### src/rtl/core/assert_macros.svh
// Assertion macros for the heap queue RTL.
`ifndef ASSERT_MACROS_SVH
`define ASSERT_MACROS_SVH
`ifndef SYNTHESIS
`define CHK_IMPL(label, clk, rst_n, ante, cons, msg) \
    label: assert property (@(posedge clk) disable iff (!rst_n) (ante) |-> (cons)) \
        else $error(msg);
`define CHK_NEXT(label, clk, rst_n, ante, cons, msg) \
    label: assert property (@(posedge clk) disable iff (!rst_n) (ante) |=> (cons)) \
        else $error(msg);
`else
`define CHK_IMPL(label, clk, rst_n, ante, cons, msg)
`define CHK_NEXT(label, clk, rst_n, ante, cons, msg)
`endif
`endif

### src/rtl/core/mhq_cmp.sv
// ----------------------------------------------------------------------------
// mhq_cmp
// Shared cost comparator: strict less-than between two operand costs.
// ----------------------------------------------------------------------------
`default_nettype none
module mhq_cmp (
    input  wire logic [15:0] a,
    input  wire logic [15:0] b,
    output logic             lt
);
    assign lt = a < b;
endmodule
`default_nettype wire

### config.mk
export PLATFORM = sky130hd
export DESIGN_NAME = mhq_cmp
export DESIGN_NICKNAME = d
export VERILOG_FILES = /design/src/rtl/core/assert_macros.svh /design/src/rtl/core/mhq_cmp.sv
export SDC_FILE = /design/constraint.sdc
export NUM_CORES = 1
export LEC_CHECK = 0
export ABC_CLOCK_PERIOD_IN_PS = 1440
export BUFFER_PORTS_ARGS = -buffer_cell sky130_fd_sc_hd__buf_2
export CAP_MARGIN = 40
export CELL_PAD_IN_SITES_DETAIL_PLACEMENT = 0
export CELL_PAD_IN_SITES_GLOBAL_PLACEMENT = 1
export CORE_MARGIN = 5
export CORE_UTILIZATION = 26
export DETAILED_ROUTE_END_ITERATION = 8
export PLACE_DENSITY = 0.91
export SLEW_MARGIN = 20
export SYNTH_ARGS = -nofsm -noshare
export SYNTH_HDL_FRONTEND = slang
export SYNTH_SLANG_ARGS = --single-unit
export TNS_END_PERCENT = 10
### constraint.sdc
create_clock -name vclk -period 1.44
set_clock_uncertainty 0.05 [all_clocks]
set_input_delay 0 -clock vclk [all_inputs]
set_output_delay 0 -clock vclk [all_outputs]
set_load 0.01 [all_outputs]
### Yosys cells after proc, flatten, opt, wreduce, memory -nomap -nowiden

Index checks and enable logic that the tools add are counted.

* input port bits: 32
* output and inout bits: 1
* register bits after elaboration: 0
* logic and storage cells: 1

* order comparisons: 1

Operators by type and width (number)
* less-than comparator 16 bit: 1

### Depth between registers and ports, before layout

* word-level depth: 1
* depth in mapped cells: 6
* mapped depth without buffers: 6

### Least setup slack after synthesis

No wires, ideal clock.

* path type: input-to-output
* start point: input b[13]
* end point: output lt
* data arrival time: 1.144 ns
* stages on the path: 6
* data required time: 1.390 ns
* path slack: 0.246 ns
* path buffers: 0
* path through: inv_1 ha_1 a21o_1 a21o_1 a221o_1 a21oi_1

* word-level cells in the longest chain between the ends: 1

RTL lines
* start, declared: line mhq_cmp.sv:8 `input wire logic [15:0] b,`
* less-than comparator 16 bit: line mhq_cmp.sv:11 `assign lt = a < b;`
* end, declared: line mhq_cmp.sv:9 `output logic lt`

No other way between the ends.

### Worst setup path in the final report

* start point: input a[13]
* end point: output lt

* word-level cells in the longest chain between the ends: 1

RTL lines
* start, declared: line mhq_cmp.sv:7 `input wire logic [15:0] a,`
* less-than comparator 16 bit: line mhq_cmp.sv:11

No other way between the ends.

==> flow_metrics.env <==
export IMPL_outcome="finished, final reports clean"
export IMPL_area_delta_synth_final_pct=49.3
export IMPL_fin_tns_setup_ns=0
export IMPL_fin_nets=134
export IMPL_cp_max_fo=2
export IMPL_ys_seq_area_share_pct=0
export IMPL_antenna_found_initial=0
export IMPL_core_region_area_um2=1330
export IMPL_hold_viol=0
export IMPL_die_area_um2=2300
export IMPL_report_final_slew_viol_count=0
export IMPL_synth_warnings=0
export IMPL_multi_input_area_um2=313
export IMPL_grt_pass1_vias=396
export IMPL_grt_pass1_wl_um=1460
export IMPL_yosys_top_cells_count="17 x inv_1, 15 x ha_1, 3 x a21o_1, 3 x a21oi_1"
export IMPL_regArea_um2=0
export IMPL_utilization_pct=42.0
export IMPL_row_count=13
export IMPL_finalPower_uw=133
export IMPL_initial_core_util_pct=28.1
export IMPL_setup_viol=0
export IMPL_required_ns=1.39
export IMPL_cts_resized=0
export IMPL_grt_overflow=0
export IMPL_dp_cells=100
export IMPL_dpl_hpwl_um=926
export IMPL_synthDistinctLibCells=15
export IMPL_max_freq_mhz=734
export IMPL_post_synth_top_area_fraction_pct=50.0
export IMPL_yosysMostFrequentCell="inv_1"
export IMPL_end_kind="output port"
export IMPL_die_w_um=48.0
export IMPL_drt_iter0_markers=3
export IMPL_layout_cells_non_filler=100
export IMPL_fin_ws_ns=0.0770
export IMPL_post_route_period_util_pct=94.7
export IMPL_worstMarginPinSlew_ns=0.343
export IMPL_ctsHoldBuffers=0
export IMPL_dpl_cell_area_um2=559
export IMPL_netlist_area_um2=375
export IMPL_grt_max_degree=4
export IMPL_vias_per_cell=4.35
export IMPL_peakVddDrop_v=0.0000767
export IMPL_place_gp_congestion=0.614
export IMPL_syn_inst=52
export IMPL_io_pin_count=33
export IMPL_drc=0
export IMPL_post_cts_buffers=0
export IMPL_avgSynthCellArea_um2=7.22
export IMPL_final_min_clock_period_ns=1.36
export IMPL_pre_cts_ws_ns=0.0752
export IMPL_cap_viol_max_count=0
export IMPL_grt_use_total_pct=8.19
export IMPL_drive_gt1_share_pct=38.8
export IMPL_power_per_cell_area_nw_per_um2=238
export IMPL_yosys_top_cells_area="ha_1 50%, inv_1 17%, a21o_1 6.0%"
export IMPL_hold_ws_ns=0.428
export IMPL_port_buffers=33
export IMPL_fillers=156
export IMPL_post_drt_wl_per_cell_um=9.34
export IMPL_critPathLaunchType="input pin"
export IMPL_p_leak_nw=0.393
export IMPL_grt_setup_unrepaired="false"
export IMPL_drt_total_wl_um=934
export IMPL_synth_nets=99
export IMPL_diodes=0
export IMPL_final_clkbuf_count=0
export IMPL_dr_pass1_iters=3
export IMPL_fp_dieH_um=48.0
export IMPL_postLayoutCellArea_um2=561
export IMPL_yosysTopAreaCell="ha_1"
export IMPL_nFlopsAndLatches=0
export IMPL_criticalPathCategory="in -> out"
export IMPL_vias=435
export IMPL_hp_class="in -> out"
export IMPL_slew_headroom_pct=76.9
export IMPL_cp_arrival_ns=1.31
export IMPL_ant_nets=0
-- per-layer routing --
layer / global-route usage, % / wire, µm
met4: 0 / 0
met1: 10.4 / 394
met3: 1.13 / 114
met2: 15.3 / 425
met5: 0 / 0
-- critical path, cell delays in order --
cell	delay (ns)
buf_2	0.10
ha_1	0.30
a21o_1	0.16
a21o_1	0.17
a221o_1	0.33
a21oi_1	0.11
buf_2	0.15
-- kinds of logic after synthesis --
kind of cell	synth area share, %
and+or+nand+nor	11.0
adders and majority gates	50.0
buffers and inverters	17.0
AOI/OAI and AO/OA	22.0
-- worst paths after layout --
kind	endpoint	start	cells after the start
max	lt	a[13]	7
min	lt	a[15]	5
-- cell usage in the layout, fill, tap and decap left out, drive strengths merged --
master,count
buf,33
inv,17
ha,15
a21o,3
a21oi,3
nand4,2
o21ai,2
nand2,2
o21a,1
nor2,1
nand2b,1
a2111oi,1
and3,1
o311ai,1
nor3,1
a221o,1
-- area by class of cell --
class,count,share of cell area (%)
multi-input cells,35,55.8
inverters,17,11.4
well taps,15,3.35
repair buffers,33,29.5
-- where the power goes --
part	leakage (nW)	internal (mW)	total [mW]	switching (mW)
sequential	0	0	0	0
clock	0	0	0	0
combinational	0.393	0.0758	0.133	0.0576
Note: power is estimated with default switching activity, not from simulation.
